<file path="src/rtl/msr_pkg.sv">
// Shared types and constants of the motor setpoint ramp block.
// No dependencies.
package msr_pkg;

    // command codes carried in tuser
    localparam logic [1:0] ACT_TICK      = 2'd0;
    localparam logic [1:0] ACT_SET_ANGLE = 2'd1;
    localparam logic [1:0] ACT_SET_DRIVE = 2'd2;
    localparam logic [1:0] ACT_CLEAR     = 2'd3;

    // drive direction codes
    localparam logic [1:0] DIR_STOP = 2'd0;
    localparam logic [1:0] DIR_FWD  = 2'd1;
    localparam logic [1:0] DIR_BACK = 2'd2;

    localparam logic [6:0] DRIVE_LIMIT = 7'd100;

    // configuration register map
    localparam int CFG_ADDR_W = 3;
    localparam int CFG_DATA_W = 8;
    localparam logic [CFG_ADDR_W-1:0] CFG_SWEEP_ENABLE    = 3'd0;
    localparam logic [CFG_ADDR_W-1:0] CFG_SERVO_MAX_ANGLE = 3'd1;
    localparam logic [CFG_ADDR_W-1:0] CFG_SERVO_MIN_ANGLE = 3'd2;
    localparam logic [CFG_ADDR_W-1:0] CFG_DRIVE_STEP      = 3'd3;
    localparam logic [CFG_ADDR_W-1:0] CFG_SERVO_STEP      = 3'd4;
    localparam logic [CFG_ADDR_W-1:0] CFG_SWEEP_DRIVE_MAX = 3'd5;

    // register reset values
    localparam logic [6:0] RST_SERVO_MAX_ANGLE = 7'd90;
    localparam logic [7:0] RST_SERVO_MIN_ANGLE = 8'hA6;   // -90
    localparam logic [4:0] RST_DRIVE_STEP      = 5'd10;
    localparam logic [3:0] RST_SERVO_STEP      = 4'd10;
    localparam logic [6:0] RST_SWEEP_DRIVE_MAX = 7'd50;

    localparam int OUT_DATA_W = 24;

    typedef struct packed {
        logic       sweep_enable;
        logic [6:0] servo_max_angle;
        logic [7:0] servo_min_angle;   // two's complement
        logic [4:0] drive_step;
        logic [3:0] servo_step;
        logic [6:0] sweep_drive_max;
    } msr_cfg_t;

    // one set of drive/servo values (actual or wanted)
    typedef struct packed {
        logic [6:0] drive;
        logic [1:0] direction;
        logic [7:0] angle;             // two's complement
    } msr_axes_t;

    typedef struct packed {
        logic angle_up;
        logic drive_up;
    } msr_sweep_t;

endpackage

</file>
<file path="src/rtl/motor_setpoint_ramp_core.sv">
// Motor setpoint ramp: command stream in, actual drive/servo word out.
// Depends on msr_pkg, msr_sweep and msr_ramp.
//
// Usage:
//   s_ channel carries one command word per beat. s_tuser[1:0] is the command
//   (tick, set angle, set drive, clear); s_tdata holds the angle and the
//   signed drive argument. Every command gives exactly one m_ word with the
//   actual drive percent, direction, servo angle and the two changed flags
//   (the flags are only ever set by a tick).
//   A command is captured in the input register, worked on from there and
//   shows on m_ from the output register. Throughput: one command per cycle
//   while m_tready does not hold the output. The whole update (optional
//   sweep of the targets, then one ramp step) is a single combinational pass
//   between the input and output registers, and the state registers update
//   in the same cycle, so the next command sees the result at once.
//   Stall: when m_tready is low the output word holds; one more command waits
//   in the input register, after which s_tready drops.
//   Reset (aresetn low, synchronous): both channels empty, state cleared,
//   config registers back to their defaults. The cfg_ port writes register
//   cfg_addr with cfg_wdata on any edge with cfg_we high; write only while
//   idle.
module motor_setpoint_ramp_core (
    input  logic                                aclk,
    input  logic                                aresetn,
    // command stream
    input  logic                                s_tvalid,
    output logic                                s_tready,
    input  logic [15:0]                         s_tdata,   // target_angle, signed_drive
    input  logic [1:0]                          s_tuser,   // action
    // result stream
    output logic                                m_tvalid,
    input  logic                                m_tready,
    // drive_percent, drive_direction, servo_angle, drive_changed, servo_changed
    output logic [msr_pkg::OUT_DATA_W-1:0]      m_tdata,
    // configuration writes
    input  logic                                cfg_we,
    input  logic [msr_pkg::CFG_ADDR_W-1:0]      cfg_addr,
    input  logic [msr_pkg::CFG_DATA_W-1:0]      cfg_wdata
);
    import msr_pkg::*;

    msr_cfg_t   cfg_reg;

    // input register
    logic       in_valid_reg;
    logic [1:0] in_action_reg;
    logic [7:0] in_angle_reg;
    logic [7:0] in_drive_reg;

    // block state
    msr_axes_t  actual_reg, actual_next;
    msr_axes_t  wanted_reg, wanted_next;
    msr_sweep_t sweep_reg, sweep_next;

    // output register
    logic                  m_valid_reg;
    logic [OUT_DATA_W-1:0] m_data_reg, m_data_next;

    logic       out_free;
    logic       advance;
    logic       is_tick;
    msr_axes_t  swept;
    msr_sweep_t sweep_swept;
    msr_axes_t  wanted_tick;
    msr_axes_t  ramped;
    logic [7:0] drive_mag;
    logic       drive_changed;
    logic       servo_changed;

    assign out_free = !m_valid_reg || m_tready;
    assign advance  = in_valid_reg && out_free;
    assign s_tready = !in_valid_reg || out_free;
    assign m_tvalid = m_valid_reg;
    assign m_tdata  = m_data_reg;
    assign is_tick  = (in_action_reg == ACT_TICK);

    // configuration registers
    always_ff @(posedge aclk) begin
        if (!aresetn) begin
            cfg_reg.sweep_enable    <= 1'b0;
            cfg_reg.servo_max_angle <= RST_SERVO_MAX_ANGLE;
            cfg_reg.servo_min_angle <= RST_SERVO_MIN_ANGLE;
            cfg_reg.drive_step      <= RST_DRIVE_STEP;
            cfg_reg.servo_step      <= RST_SERVO_STEP;
            cfg_reg.sweep_drive_max <= RST_SWEEP_DRIVE_MAX;
        end else if (cfg_we) begin
            case (cfg_addr)
                CFG_SWEEP_ENABLE:    cfg_reg.sweep_enable    <= cfg_wdata[0];
                CFG_SERVO_MAX_ANGLE: cfg_reg.servo_max_angle <= cfg_wdata[6:0];
                CFG_SERVO_MIN_ANGLE: cfg_reg.servo_min_angle <= cfg_wdata;
                CFG_DRIVE_STEP:      cfg_reg.drive_step      <= cfg_wdata[4:0];
                CFG_SERVO_STEP:      cfg_reg.servo_step      <= cfg_wdata[3:0];
                CFG_SWEEP_DRIVE_MAX: cfg_reg.sweep_drive_max <= cfg_wdata[6:0];
                default: ;
            endcase
        end
    end

    // input register: loads whenever the slot is free or being drained
    always_ff @(posedge aclk) begin
        if (!aresetn) begin
            in_valid_reg <= 1'b0;
        end else if (s_tready) begin
            in_valid_reg <= s_tvalid;
        end
    end

    always_ff @(posedge aclk) begin
        if (s_tready && s_tvalid) begin
            in_action_reg <= s_tuser;
            in_angle_reg  <= s_tdata[7:0];
            in_drive_reg  <= s_tdata[15:8];
        end
    end

    // tick datapath: sweep the targets when enabled, then one ramp step
    msr_sweep u_sweep (
        .cfg        (cfg_reg),
        .wanted_in  (wanted_reg),
        .sweep_in   (sweep_reg),
        .wanted_out (swept),
        .sweep_out  (sweep_swept)
    );

    assign wanted_tick = cfg_reg.sweep_enable ? swept : wanted_reg;

    msr_ramp u_ramp (
        .cfg        (cfg_reg),
        .actual_in  (actual_reg),
        .wanted_in  (wanted_tick),
        .actual_out (ramped)
    );

    // |signed_drive|, -128 gives 128 and saturates below
    assign drive_mag = in_drive_reg[7] ? (~in_drive_reg + 8'd1) : in_drive_reg;

    always_comb begin
        actual_next = actual_reg;
        wanted_next = wanted_reg;
        sweep_next  = sweep_reg;
        if (advance) begin
            case (in_action_reg)
                ACT_TICK: begin
                    actual_next = ramped;
                    wanted_next = wanted_tick;
                    if (cfg_reg.sweep_enable) begin
                        sweep_next = sweep_swept;
                    end
                end
                ACT_SET_ANGLE: begin
                    wanted_next.angle = in_angle_reg;
                end
                ACT_SET_DRIVE: begin
                    wanted_next.drive = (drive_mag > {1'b0, DRIVE_LIMIT})
                                      ? DRIVE_LIMIT : drive_mag[6:0];
                    if (in_drive_reg == 8'd0) begin
                        wanted_next.direction = DIR_STOP;
                    end else if (in_drive_reg[7]) begin
                        wanted_next.direction = DIR_BACK;
                    end else begin
                        wanted_next.direction = DIR_FWD;
                    end
                end
                ACT_CLEAR: begin
                    wanted_next.drive     = 7'd0;
                    wanted_next.direction = DIR_STOP;
                    wanted_next.angle     = 8'd0;
                end
                default: ;
            endcase
        end
    end

    assign drive_changed = is_tick && ((ramped.drive != actual_reg.drive)
                        || (ramped.direction != actual_reg.direction));
    assign servo_changed = is_tick && (ramped.angle != actual_reg.angle);

    // result word reports the state after this command
    assign m_data_next = {5'd0, servo_changed, drive_changed, actual_next.angle,
                          actual_next.direction, actual_next.drive};

    always_ff @(posedge aclk) begin
        if (!aresetn) begin
            actual_reg  <= '0;
            wanted_reg  <= '0;
            sweep_reg   <= '0;
            m_valid_reg <= 1'b0;
        end else begin
            actual_reg <= actual_next;
            wanted_reg <= wanted_next;
            sweep_reg  <= sweep_next;
            if (advance) begin
                m_valid_reg <= 1'b1;
            end else if (m_tready) begin
                m_valid_reg <= 1'b0;
            end
        end
    end

    always_ff @(posedge aclk) begin
        if (advance) begin
            m_data_reg <= m_data_next;
        end
    end

endmodule

</file>
<file path="src/rtl/msr_sweep.sv">
// Test sweep of the wanted drive and angle, applied on a tick.
// Depends on msr_pkg.
module msr_sweep (
    input  msr_pkg::msr_cfg_t   cfg,
    input  msr_pkg::msr_axes_t  wanted_in,
    input  msr_pkg::msr_sweep_t sweep_in,
    output msr_pkg::msr_axes_t  wanted_out,
    output msr_pkg::msr_sweep_t sweep_out
);
    import msr_pkg::*;

    logic signed [9:0] ang_ext;
    logic signed [9:0] step_ext;
    logic signed [9:0] max_ext;
    logic signed [9:0] min_ext;
    logic signed [9:0] ang_sum;
    logic        [7:0] drv_ext;
    logic        [7:0] drv_sum;
    logic        [6:0] drv_new;

    assign ang_ext  = {{2{wanted_in.angle[7]}}, wanted_in.angle};
    assign step_ext = {6'd0, cfg.servo_step};
    assign max_ext  = {3'd0, cfg.servo_max_angle};
    assign min_ext  = {{2{cfg.servo_min_angle[7]}}, cfg.servo_min_angle};
    assign drv_ext  = {1'b0, wanted_in.drive};
    assign drv_sum  = drv_ext + {3'd0, cfg.drive_step};

    always_comb begin
        wanted_out = wanted_in;
        sweep_out  = sweep_in;
        ang_sum    = ang_ext;
        drv_new    = wanted_in.drive;

        // angle walks up past the maximum and down past the minimum angle, then turns
        if (sweep_in.angle_up) begin
            if (ang_ext <= max_ext) begin
                ang_sum = ang_ext + step_ext;
            end else begin
                sweep_out.angle_up = 1'b0;
            end
        end else begin
            if (ang_ext >= min_ext) begin
                ang_sum = ang_ext - step_ext;
            end else begin
                sweep_out.angle_up = 1'b1;
            end
        end

        if (ang_sum > 10'sd127) begin
            wanted_out.angle = 8'h7F;
        end else if (ang_sum < -10'sd128) begin
            wanted_out.angle = 8'h80;
        end else begin
            wanted_out.angle = ang_sum[7:0];
        end

        // drive ramps up past the sweep maximum, then back down to one step or less
        if (sweep_in.drive_up) begin
            if (drv_ext <= {1'b0, cfg.sweep_drive_max}) begin
                drv_new = (drv_sum > {1'b0, DRIVE_LIMIT}) ? DRIVE_LIMIT : drv_sum[6:0];
            end else begin
                sweep_out.drive_up = 1'b0;
            end
        end else begin
            if (drv_ext > {3'd0, cfg.drive_step}) begin
                drv_new = wanted_in.drive - {2'd0, cfg.drive_step};
            end else begin
                sweep_out.drive_up = 1'b1;
            end
        end

        wanted_out.drive     = drv_new;
        wanted_out.direction = (drv_new != 7'd0) ? DIR_FWD : DIR_STOP;
    end

endmodule

</file>
<file path="src/rtl/msr_ramp.sv">
// Slew-rate step of the actual drive and servo angle towards the wanted values.
// Depends on msr_pkg.
module msr_ramp (
    input  msr_pkg::msr_cfg_t  cfg,
    input  msr_pkg::msr_axes_t actual_in,
    input  msr_pkg::msr_axes_t wanted_in,
    output msr_pkg::msr_axes_t actual_out
);
    import msr_pkg::*;

    logic       [6:0] gap;
    logic       [6:0] move;
    logic             drv_below;
    logic             cross_zero;
    logic signed [9:0] a_ext;
    logic signed [9:0] w_ext;
    logic signed [9:0] s_ext;
    logic signed [9:0] a_up;
    logic signed [9:0] a_dn;

    assign drv_below = actual_in.drive < wanted_in.drive;
    assign gap  = drv_below ? (wanted_in.drive - actual_in.drive)
                            : (actual_in.drive - wanted_in.drive);
    // twice the step once the gap exceeds four steps
    assign move = ({1'b0, gap} > {1'b0, cfg.drive_step, 2'b00})
                ? {1'b0, cfg.drive_step, 1'b0} : {2'd0, cfg.drive_step};

    assign a_ext = {{2{actual_in.angle[7]}}, actual_in.angle};
    assign w_ext = {{2{wanted_in.angle[7]}}, wanted_in.angle};
    // double step when the move crosses zero
    assign cross_zero = (a_ext < 10'sd0 && w_ext > 10'sd0)
                     || (a_ext > 10'sd0 && w_ext < 10'sd0);
    assign s_ext = cross_zero ? {5'd0, cfg.servo_step, 1'b0} : {6'd0, cfg.servo_step};
    assign a_up  = a_ext + s_ext;
    assign a_dn  = a_ext - s_ext;

    always_comb begin
        actual_out = actual_in;

        // drive: a direction change stops the motor first
        if (actual_in.direction != wanted_in.direction) begin
            actual_out.direction = wanted_in.direction;
            actual_out.drive     = 7'd0;
        end else if (gap == 7'd0) begin
            actual_out.drive = actual_in.drive;
        end else if ({1'b0, gap} <= {3'd0, cfg.drive_step}) begin
            actual_out.drive = wanted_in.drive;
        end else if (drv_below) begin
            actual_out.drive = actual_in.drive + move;
        end else begin
            actual_out.drive = actual_in.drive - move;
        end

        // servo: never past the target
        if (a_ext < w_ext) begin
            actual_out.angle = (a_up > w_ext) ? wanted_in.angle : a_up[7:0];
        end else if (a_ext > w_ext) begin
            actual_out.angle = (a_dn < w_ext) ? wanted_in.angle : a_dn[7:0];
        end
    end

endmodule

</file>
<file path="config.mk">
export PLATFORM = sky130hd
export DESIGN_NAME = motor_setpoint_ramp_core
export DESIGN_NICKNAME = d
export VERILOG_FILES = /design/src/rtl/msr_pkg.sv /design/src/rtl/motor_setpoint_ramp_core.sv /design/src/rtl/msr_sweep.sv /design/src/rtl/msr_ramp.sv
export SDC_FILE = /design/constraint.sdc
export NUM_CORES = 1
export LEC_CHECK = 0
export BUFFER_PORTS_ARGS = -buffer_cell sky130_fd_sc_hd__clkbuf_2
export CORE_ASPECT_RATIO = 0.8
export CORE_MARGIN = 1
export CORE_UTILIZATION = 58
export CTS_BUF_LIST = sky130_fd_sc_hd__clkbuf_8
export DETAILED_ROUTE_END_ITERATION = 10
export PLACE_DENSITY_LB_ADDON = 0.15
export SLEW_MARGIN = 30
export SYNTH_ARGS = -nofsm -noshare
export SYNTH_HDL_FRONTEND = slang
export SYNTH_SLANG_ARGS = --single-unit
</file>
<file path="constraint.sdc">
create_clock -name aclk -period 7.65 [get_ports aclk]
set_input_delay 0.765 -clock aclk [delete_from_list [all_inputs] [get_ports aclk]]
set_output_delay 0.765 -clock aclk [all_outputs]
set_load 0.005 [all_outputs]
</file>
Word-level counts from Yosys, hierarchy flattened
Index checks and enable logic that the tools add are counted.

storage, ports and cells
  input bits = 34
  register bits after elaboration = 107
  word-level logic and storage cells = 131

cells by class
  add/subtract/negate cells = 11
  mux-type cells = 39
  order comparisons = 19
  reductions and logical operators = 29
  equality and inequality tests = 12
  bitwise logic cells = 1

operator list
  kind                 count
  $mux 7               10
  $mux 8               7
  $mux 17              3
  $mux 10              3
  $pmux 9 s3           1
  $pmux 8 s3           1
  $sub 7x7->7          3
  $gt 8x1->1 const B   2
  $gt 8x7->1 const B   2
  $lt 8x1->1 const B   2
  $reduce_and 2->1     8
  $gt 10x8->1          1
  $gt 10x8->1 const B  1
  $lt 10x8->1          1
  $lt 10x8->1 const B  1
  $add 8x5->9          1
  $add 8x6->9          1
  $mux 1               9
  $sub 8x5->9          1
  $sub 8x6->9          1
  $add 7x5->8          1
  $add 8x1->8 const B  1
  $ge 8x8->1           1
  $gt 8x8->1           1
  32 further kinds     48

Longest topological paths before layout
Gate-level depths: netlist of run 1.

  depth after elaboration = 20
  mapped depth = 44
  depth with buffers taken out = 44

Modules after synthesis
A second synthesis of run 1 with hierarchy kept.

second synthesis, totals
  cells, all modules = 1136
  area, all modules = 10070.9 um^2

modules (own cells, without submodules)
  module                    cells an instance  sequential area each (um^2)  times used  area each (um^2)
  motor_setpoint_ramp_core  443                2512.4                       1           4703.3
  msr_ramp                  415                0.0                          1           3249.4
  msr_sweep                 278                0.0                          1           2118.3

Worst setup path after synthesis of run 1
Ideal clock, no wire load.

  path kind = flip-flop to flip-flop
  start point = reg cfg_reg[13] (netlist bit)
  end point = reg m_data_reg[6], in the netlist m_tdata[6], data pin
  path buffers = 1
  arrival = 8.048 ns
  setup time = 0.152 ns
  clock period less this slack = 8.200 ns
  data required time = 7.498 ns
  setup slack = -0.550 ns
  stages on the path, launching flop included = 42
  cells stage by stage = dfxtp_1 inv_1 ha_1 buf_6 nor3b_2 nor3_4 and3b_1 o31ai_2 a2111oi_0 o21ai_0 a21boi_0 inv_1 ha_1 nor2b_1 o21ai_0 nand2_1 a31oi_1 nand2b_1 [... 6 more ...] nand3_1 o21ai_0 nand2_1 mux2i_1 ha_1 nor2_1 xor2_1 ha_1 nor2b_1 o21ai_0 nand2b_1 a21o_1 a21o_1 mux2_2 and3_1 a211oi_1 o21ai_1 o21ai_0

RTL lines
  item                  RTL line                         RTL
  from (decl)           motor_setpoint_ramp_core.sv:42   msr_cfg_t cfg_reg;
  to (signal assigned)  motor_setpoint_ramp_core.sv:202  m_data_reg <= m_data_next;
  to (decl)             motor_setpoint_ramp_core.sv:57   logic [OUT_DATA_W-1:0] m_data_reg, m_data_next;

Worst setup path after layout of run 1
  start point = reg wanted_reg[10] (netlist bit)
  end point = reg actual_reg[16] (netlist bit)

on the way
  longest elaborated chain between the ends = 17
  elaborated cells on any way between the ends = 29

ends and longest elaborated chain
  item                                               RTL line                         RTL
  from (decl)                                        motor_setpoint_ramp_core.sv:52   msr_axes_t wanted_reg, wanted_next;
  from (signal assigned)                             motor_setpoint_ramp_core.sv:190  wanted_reg <= wanted_next;
  $add 7x5->8                                        msr_sweep.sv:26                  assign drv_sum = drv_ext + {3'd0, cfg.drive_step};
  $gt 8x7->1                                         msr_sweep.sv:60                  drv_new = (drv_sum > {1'b0, DRIVE_LIMIT}) ? DRIVE_LIMIT : drv_sum[6:0];
  $mux 7                                             msr_sweep.sv:60
  $mux 7                                             msr_sweep.sv:59                  if (drv_ext <= {1'b0, cfg.sweep_drive_max}) begin
  $mux 7                                             msr_sweep.sv:58                  if (sweep_in.drive_up) begin
  $mux 17 *                                          motor_setpoint_ramp_core.sv:125  assign wanted_tick = cfg_reg.sweep_enable ? swept : wanted_reg;
  $sub 7x7->7 (tied with other cells)                msr_ramp.sv:23                   : (actual_in.drive - wanted_in.drive);
  $mux 7                                             msr_ramp.sv:22                   assign gap = drv_below ? (wanted_in.drive - actual_in.drive)
  $gt 7x7->1                                         msr_ramp.sv:25                   assign move = ({1'b0, gap} > {1'b0, cfg.drive_step, 2'b00})
  $mux 6                                             msr_ramp.sv:26                   ? {1'b0, cfg.drive_step, 1'b0} : {2'd0, cfg.drive_step};
  $sub 7x7->7 / $add 7x7->7 (equally long branches)  msr_ramp.sv:51, msr_ramp.sv:49
  $mux 7                                             msr_ramp.sv:48                   end else if (drv_below) begin
  $mux 7                                             msr_ramp.sv:46                   end else if ({1'b0, gap} <= {3'd0, cfg.drive_step}) begin
  $mux 7                                             msr_ramp.sv:44                   end else if (gap == 7'd0) begin
  $mux 7 *                                           msr_ramp.sv:41                   if (actual_in.direction != wanted_in.direction) begin
  $mux 17 *                                          motor_setpoint_ramp_core.sv:142  case (in_action_reg)
  $mux 17 *                                          motor_setpoint_ramp_core.sv:141  if (advance) begin
  to (signal assigned)                               motor_setpoint_ramp_core.sv:189  actual_reg <= actual_next;
  to (decl)                                          motor_setpoint_ramp_core.sv:51   msr_axes_t actual_reg, actual_next;

Every way passes the cells marked *; elsewhere a longest branch is shown, timed or not.
A chain may end at the register's enable or synchronous reset.

==> results of run 1 <==
-- cells by family (layout without fill, tap and decap cells) --
| logic type | count (synthesis) | count (layout) | share of synthesized area [%] |
|---|---|---|---|
| adders and majority gates | 116 | 116 | 15.4 |
| muxes | 48 | 48 | 5.00 |
| xor gates and xnor gates | 45 | 45 | 4.08 |
| AOI/OAI and AO/OA | 372 | 372 | 25.6 |
| DFF | 107 | 107 | 25.5 |
| and+or+nand+nor | 371 | 371 | 18.4 |
| other | 1 | 5 | 0.0381 |
| buffers and inverters | 147 | 310 | 6.01 |
-- layer usage --
| layer | up-vias | global-route usage, % | wire, um |
|---|---|---|---|
| li1 | 4722 | - | - |
| met1 | 4652 | 48.9 | 13600 |
| met2 | 550 | 50.5 | 13200 |
| met3 | 70 | 7.37 | 3290 |
| met4 | 0 | 7.54 | 658 |
| met5 | - | 0 | 0 |
-- worst paths after layout --
kind,endpoint,slack (ns),depth (start not counted)
max,actual_reg[16]$_SDFF_PN0_,-0.18,42
min,cfg_reg[20]$_SDFFE_PN0P_,0.47,2
max reg2reg,actual_reg[16]$_SDFF_PN0_,-0.18,42
min reg2reg,cfg_reg[20]$_SDFFE_PN0P_,0.47,2
-- tightest hold or removal path: cells and delay by family, from the launching register on --
kind,cells,cell delay [ns]
AOI/OAI and AO/OA,1,0.05
and+or+nand+nor,1,0.05
DFF,1,0.33
-- synth_stat cells, types with 6 or more instances --
cell / count
a21o_1: 22
o31ai_1: 11
nand4_1: 14
xor2_1: 9
nand2b_1: 13
ha_1: 106
nor2b_1: 22
o211ai_1: 25
xnor2_1: 35
and2_1: 18
or2_2: 6
a31oi_1: 17
nor2_1: 106
fa_1: 9
a211oi_1: 13
a211o_1: 7
a2111oi_0: 6
inv_1: 100
a22o_1: 8
o21a_1: 15
nand2_1: 103
nand3_1: 29
o21ai_0: 67
edfxtp_1: 37
mux2i_1: 41
nor4_1: 9
nor3_1: 13
mux2_2: 6
o22ai_1: 8
dfxtp_1: 70
a21oi_1: 101
o221a_2: 6
clkbuf_1: 28
and3_1: 12
-- layout by cell type (no fill, tap or decap), types with 7 or more instances in the layout --
cell,instances
and2_1,18
nand2b_1,13
xor2_1,9
nor2b_1,20
nor3_1,10
xnor2_1,29
a211o_1,7
nor4_1,8
clkbuf_2,54
dfxtp_1,60
ha_1,94
and3_1,10
a31oi_1,13
a21oi_2,8
nor2_1,100
a21o_1,21
ha_4,9
o21ai_0,54
nand3_1,27
a21oi_1,92
clkbuf_8,9
nand2_1,100
o21ai_1,13
mux2i_1,36
a211oi_1,12
o211ai_1,25
edfxtp_1,37
buf_4,134
o31ai_1,11
nand4_1,14
dfxtp_2,10
o21a_1,14
a22o_1,8
inv_1,95
-- per-stage QoR --
step / std cells / TNS [ns]
after floorplan: 1211 / 0
after CTS: 1577 / 0
after detailed placement: 1555 / -0.490
final: 1594 / -0.337
after global routing: 1594 / -1.95
after global placement: 1555 / 0
-- power groups by stage --
| stage | clock, mW | combinational (mW) | sequential, mW |
|---|---|---|---|
| after global routing | 0.437 | 2.87 | 0.672 |
| after global placement | 0 | 2.04 | 0.677 |
| after floorplan | 0 | 1.54 | 0.664 |
| after CTS | 0.420 | 2.16 | 0.665 |
| final | 0.414 | 2.68 | 0.669 |
| after detailed placement | 0 | 2.08 | 0.677 |
-- area by class of cell --
type	instances	area [um^2]	share of cell area, %
sequential	107	2520	21.0
inverter	103	387	3.21
multi-input combinational	957	7300	60.6
clock inverter	7	119	0.987
timing repair buffer	191	1310	10.9
clock buffer	9	124	1.03
tap	220	275	2.29
-- what timing repair did --
item	4_1_cts	5_1_grt
setup buffers	6	17
pin swaps	8	52
endpoints found under the setup margin	3	24
resized for setup	15	97
==> metrics.cfg, run 1 <==
[sta]
slew_headroom_pct=36.2
setup_ws_ns=-0.177
max_freq_ghz=0.128
fin_crit_sh_pct=102
rsz0062_at_grt=yes
whs_ns=0.465
fin_worst_skew_ns=0.0142
worst_pin_slew_ns=0.953
min_period_ns=7.83
slew_violations=0
setup-violations-final=3
hold_viol=0

[pwr]
comb_power_share_pct=71.2
p_int_mw=2.10
cellPowerDensity_nw_per_um2=312
total_power_mw=3.76
pwr-share-clk_pct=11.0
swShare_pct=44.1
p_leak_nw=5.35
vdd_drop_max_v=0.000257
pwr-share-seq_pct=17.8
p_sw_mw=1.66

[min_path]
worstHoldStart=cfg_reg[20]$_SDFFE_PN0P_
hold_path.class=register to register

[drt]
first_pass_iters=5
viasPerCell=6.27
route.detailed.drc=0
wire_per_inst_um=19.2
routed_wl_mm=30.7
drt_iter0_drc=1147
num_vias=9994
ant_nets=0

[die]
die-width_um=148
num_io_pins=60
die-height_um=119
initial_core_util_pct=59.5
core.rowCount=42
core-area_um2=16600
dieArea_um2=17500

[finish]
final_util_pct=72.8
areaGrowthSynthToFinish_pct=22.2
fin_area_um2=12000
largest_register_ffs=32
drive_above_1_share_pct=24.6
n_antenna_cell=0
fill_cells=1294
final_nets=1518

[critical_path]
slowest_stage=a2111oi_4
worstPathArrival_ns=8.14
slowest_delay_ns=0.45
worstPathRequired_ns=7.96
cp_max_fo=5
critPathKind=register to register
crit_buf_inv=5
setup.worst_path.start=wanted_reg[10]$_SDFFE_PN0P_
cp_top_family=compound AO/OA/AOI/OAI gates
crit_path_end_kind=register
r2r_start=wanted_reg[10]$_SDFFE_PN0P_
critPathLaunchType=register

[global_routing]
grt_pass1_wl_mm=46.3
overflow=0
antenna_found_initial=0
grt_max_degree=42
grt_pass1_vias=8891
track_usage_pct=33.6

[synth]
ys_ff_latch=107
seq_area_frac_synth_pct=25.5
syn_area_per_cell_um2=8.16
synth_top_area_share_pct=14.2
async_flop_share_pct=0
yosys.area.top_type=dfxtp_1
synth-edff-count=37
netlist_area_um2=9850
synth_area_leaders=dfxtp_1 14%, ha_1 13%, edfxtp_1 11%
yosys_warnings=0
synthFlopType=dfxtp_1
yosysUniqueCellTypes=93
synth_cells=1207

[cts]
cts.sinks=107
cts_tree=yes
cts_root_buf=clkbuf_8
cts_buffer_depth=2
numCtsBuffers=9
ctsHoldBuffers=0
clkSlewWorstSetupHoldPaths_ns=0.12
clkLatencyLatePin_ns=0.39
htreeDepth=3

[run_status]
status=finished, violations left
violations=negative setup slack

[run]
cap_violations=0

[placement]
gp_congestion=1.01
port_buffers=54
pre_cts_ws_ns=-0.218
placed_cell_area_um2=11100
hpwl_mm=23.0

No activity file was read; power rests on OpenSTA's default activity.
==> run 2, diff against run 1 <==
- SYNTH_HIERARCHICAL: unset -> 1
==> run 2 against run 1 <==
The flow still finishes with violations (negative setup slack); sequential share of layout area decreased by 1.1 points; register-to-register slack lost 0.32 ns; critical path depth increased by 3; global-route usage decreased by 2.5 points; routed wire length shrank 3.1%; die area rose by 2.2%; clock skew up 0.0027 ns; critical endpoint is now m_tdata[17]$_DFFE_PP_; highest routed layer unchanged.
==> metrics.cfg, run 2 <==
[critical_path]
worstPathArrival_ns=8.27  ; was 8.14 ns
cp_max_fo=6  ; was 5
r2r_setup_slack_ns=-0.50  ; was -0.18 ns
r2r_end=m_tdata[17]$_DFFE_PP_  ; was actual_reg[16]$_SDFF_PN0_
slowest_delay_ns=0.38  ; was 0.45 ns
slowest_stage=a211o_4  ; was a2111oi_4
crit_buf_inv=8  ; was 5
worstRegToRegCells=45  ; was 42
r2r_start=wanted_reg[10]$_SDFFE_PN0P_  ; unchanged
worstPathRequired_ns=7.77  ; was 7.96 ns
critPathLaunchType=register  ; unchanged
cp_top_family=compound AO/OA/AOI/OAI gates  ; unchanged
crit_path_end_kind=register  ; unchanged
critPathKind=register to register  ; unchanged
cp_common_cell=buf_4

[min_path]
min_path_cells=2  ; unchanged
hold_path.class=register to register  ; unchanged
min_to=cfg_reg[22]$_SDFFE_PN0P_  ; was cfg_reg[20]$_SDFFE_PN0P_
worstHoldStart=cfg_reg[22]$_SDFFE_PN0P_  ; was cfg_reg[20]$_SDFFE_PN0P_

[synth]
yosysMostFrequentCell=ha_1
synth_common_cells=108 x ha_1, 100 x nand2_1, 94 x inv_1  ; was 106 x ha_1, 106 x nor2_1, 103 x nand2_1
synth_top_area_share_pct=13.9  ; was 14.2%
synthFlopType=dfxtp_1  ; unchanged
syn_area_per_cell_um2=8.87  ; was 8.16 um^2
netlist_area_um2=10100  ; was 9850 um^2
synth_cells=1136  ; was 1207
async_flop_share_pct=0  ; unchanged
yosysUniqueCellTypes=100  ; was 93
yosys_warnings=6  ; was 0
yosys.area.top_type=dfxtp_1  ; unchanged
ys_ff_latch=107  ; unchanged
synth-edff-count=37  ; unchanged
synth_area_leaders=dfxtp_1 14%, ha_1 13%, edfxtp_1 11%  ; unchanged
seq_area_frac_synth_pct=24.9  ; was 25.5%

[sta]
fin_worst_skew_ns=0.0169  ; was 0.0142 ns
tns_ns=-0.613  ; was -0.337 ns
rsz0062_at_grt=yes  ; unchanged
fin_crit_sh_pct=106  ; was 102%
setup-violations-final=3  ; unchanged
setup_ws_ns=-0.496  ; was -0.177 ns
min_period_ns=8.15  ; was 7.83 ns
worst_pin_slew_ns=0.826  ; was 0.953 ns
slew_headroom_pct=44.9  ; was 36.2%
hold_viol=0  ; unchanged
slew_violations=0  ; unchanged
whs_ns=0.477  ; was 0.465 ns
max_freq_ghz=0.123  ; was 0.128 GHz

[placement]
gp_congestion=0.934  ; was 1.01
pre_cts_ws_ns=-0.483  ; was -0.218 ns
hpwl_mm=20.8  ; was 23.0 mm
placed_cell_area_um2=11500  ; was 11100 um^2
dp_cells=1508  ; was 1555
port_buffers=54  ; unchanged

[cts]
cts_tree=yes  ; unchanged
ctsHoldBuffers=0  ; unchanged
cts_buffer_depth=2  ; unchanged
cts.sinks=107  ; unchanged
clkLatencyLatePin_ns=0.40  ; was 0.39 ns
htreeDepth=3  ; unchanged
cts_root_buf=clkbuf_8  ; unchanged
numCtsBuffers=9  ; unchanged
clkSlewWorstSetupHoldPaths_ns=0.11  ; was 0.12 ns

[finish]
largest_register_ffs=32  ; unchanged
layout_commonest_cell=buf_4  ; unchanged
final_util_pct=75.6  ; was 72.8%
drive_above_1_share_pct=35.6  ; was 24.6%
areaGrowthSynthToFinish_pct=25.9  ; was 22.2%
final_cell_mix=176 x buf_4, 98 x nand2_1, 90 x ha_1  ; was 134 x buf_4, 100 x nor2_1, 100 x nand2_1
final_nets=1490  ; was 1518
fin_cells=1564  ; was 1594
fin_area_um2=12700  ; was 12000 um^2
n_antenna_cell=0  ; unchanged
fill_cells=1150  ; was 1294

[drt]
drt_iter0_drc=816  ; was 1147
ant_nets=0  ; unchanged
viasPerCell=6.02  ; was 6.27
route.detailed.drc=0  ; unchanged
num_vias=9418  ; was 9994
first_pass_iters=5  ; unchanged
routed_wl_mm=29.7  ; was 30.7 mm
wire_per_inst_um=19.0  ; was 19.2 um

[global_routing]
antenna_found_initial=0  ; unchanged
grt_pass1_wl_mm=44.0  ; was 46.3 mm
grt_pass1_vias=8833  ; was 8891
overflow=0  ; unchanged
grt_max_degree=71  ; was 42
track_usage_pct=31.2  ; was 33.6%

[die]
die-height_um=120  ; was 119 um
initial_core_util_pct=60.1  ; was 59.5%
core-area_um2=16800  ; was 16600 um^2
num_io_pins=60  ; unchanged
dieArea_um2=17900  ; was 17500 um^2
core.rowCount=42  ; unchanged
die-width_um=149  ; was 148 um

[run]
cap_violations=0  ; unchanged

[run_status]
violations=negative setup slack  ; unchanged
status=finished, violations left  ; unchanged

[pwr]
vdd_drop_max_v=0.000224  ; was 0.000257 V
p_leak_nw=5.79  ; was 5.35 nW
cellPowerDensity_nw_per_um2=231  ; was 312 nW/um^2
total_power_mw=2.93  ; was 3.76 mW

==> run 2: cells by family (layout without fill, tap and decap cells) <==
kind of cell	count (synthesis)	in the layout	synth area share (%)
AND/OR/NAND/NOR	347	347	18.2
AO/OA/AOI/OAI	251	251	18.7
buffers and inverters	145	349	6.29
adder cells (fa/ha/maj)	124	124	16.0
flip-flops	107	107	24.9
multiplexers	102	102	10.8
XOR/XNOR	58	58	5.04
other	2	6	0.0746
==> run 2: how the worst max path moves through the flow <==
stage	slack (ns)	depth (start not counted)	from	end
2_1_floorplan	0.03	43	cfg_reg[11]$_SDFFE_PN0P_	m_tdata[17]$_DFFE_PP_
3_3_place_gp	-0.13	42	cfg_reg[11]$_SDFFE_PN0P_	m_tdata[17]$_DFFE_PP_
3_5_place_dp	-0.48	43	wanted_reg[10]$_SDFFE_PN0P_	m_tdata[17]$_DFFE_PP_
4_1_cts	-0.24	44	wanted_reg[10]$_SDFFE_PN0P_	m_tdata[17]$_DFFE_PP_
5_1_grt	-0.95	46	wanted_reg[10]$_SDFFE_PN0P_	m_tdata[17]$_DFFE_PP_
6_report	-0.50	45	wanted_reg[10]$_SDFFE_PN0P_	m_tdata[17]$_DFFE_PP_
==> run 2: timing repair <==
item,CTS,global route
setup endpoints to repair,14,26
setup buffers,17,26
cloned,0,0
hold endpoints to repair,0,0
gates resized for setup,58,110
pin swaps,46,83
==> run 2: where the power goes <==
group,total [mW],switching [mW],internal (mW),leakage [nW]
registers,0.654,0.0340,0.620,0.933
logic,1.92,0.977,0.944,4.75
clock network,0.358,0.207,0.151,0.105
total,2.93,1.22,1.71,5.79
==> run 2: area by class of cell <==
type / count / area [um^2] / share of cell area, %
clock inverters: 7 / 67.6 / 0.533
inverters: 97 / 369 / 2.91
well taps: 220 / 275 / 2.17
clock buffers: 9 / 124 / 0.977
repair buffers: 236 / 1660 / 13.1
multi-input cells: 888 / 7660 / 60.4
flip-flops and latches: 107 / 2520 / 19.9
==> run 2: routing by layer <==
layer	wire length (um)	GRT usage (%)	part of all wire, %
met5	0	0	0
met4	651	6.25	2.2
met3	2060	6.27	6.9
met2	13200	48.7	44
met1	13800	44.3	46
==> run 2: tightest hold or removal path, stage by stage (launching register included) <==
cell and delay (ns):
dfxtp_1 0.33, nand2_1 0.05, a21boi_0 0.06
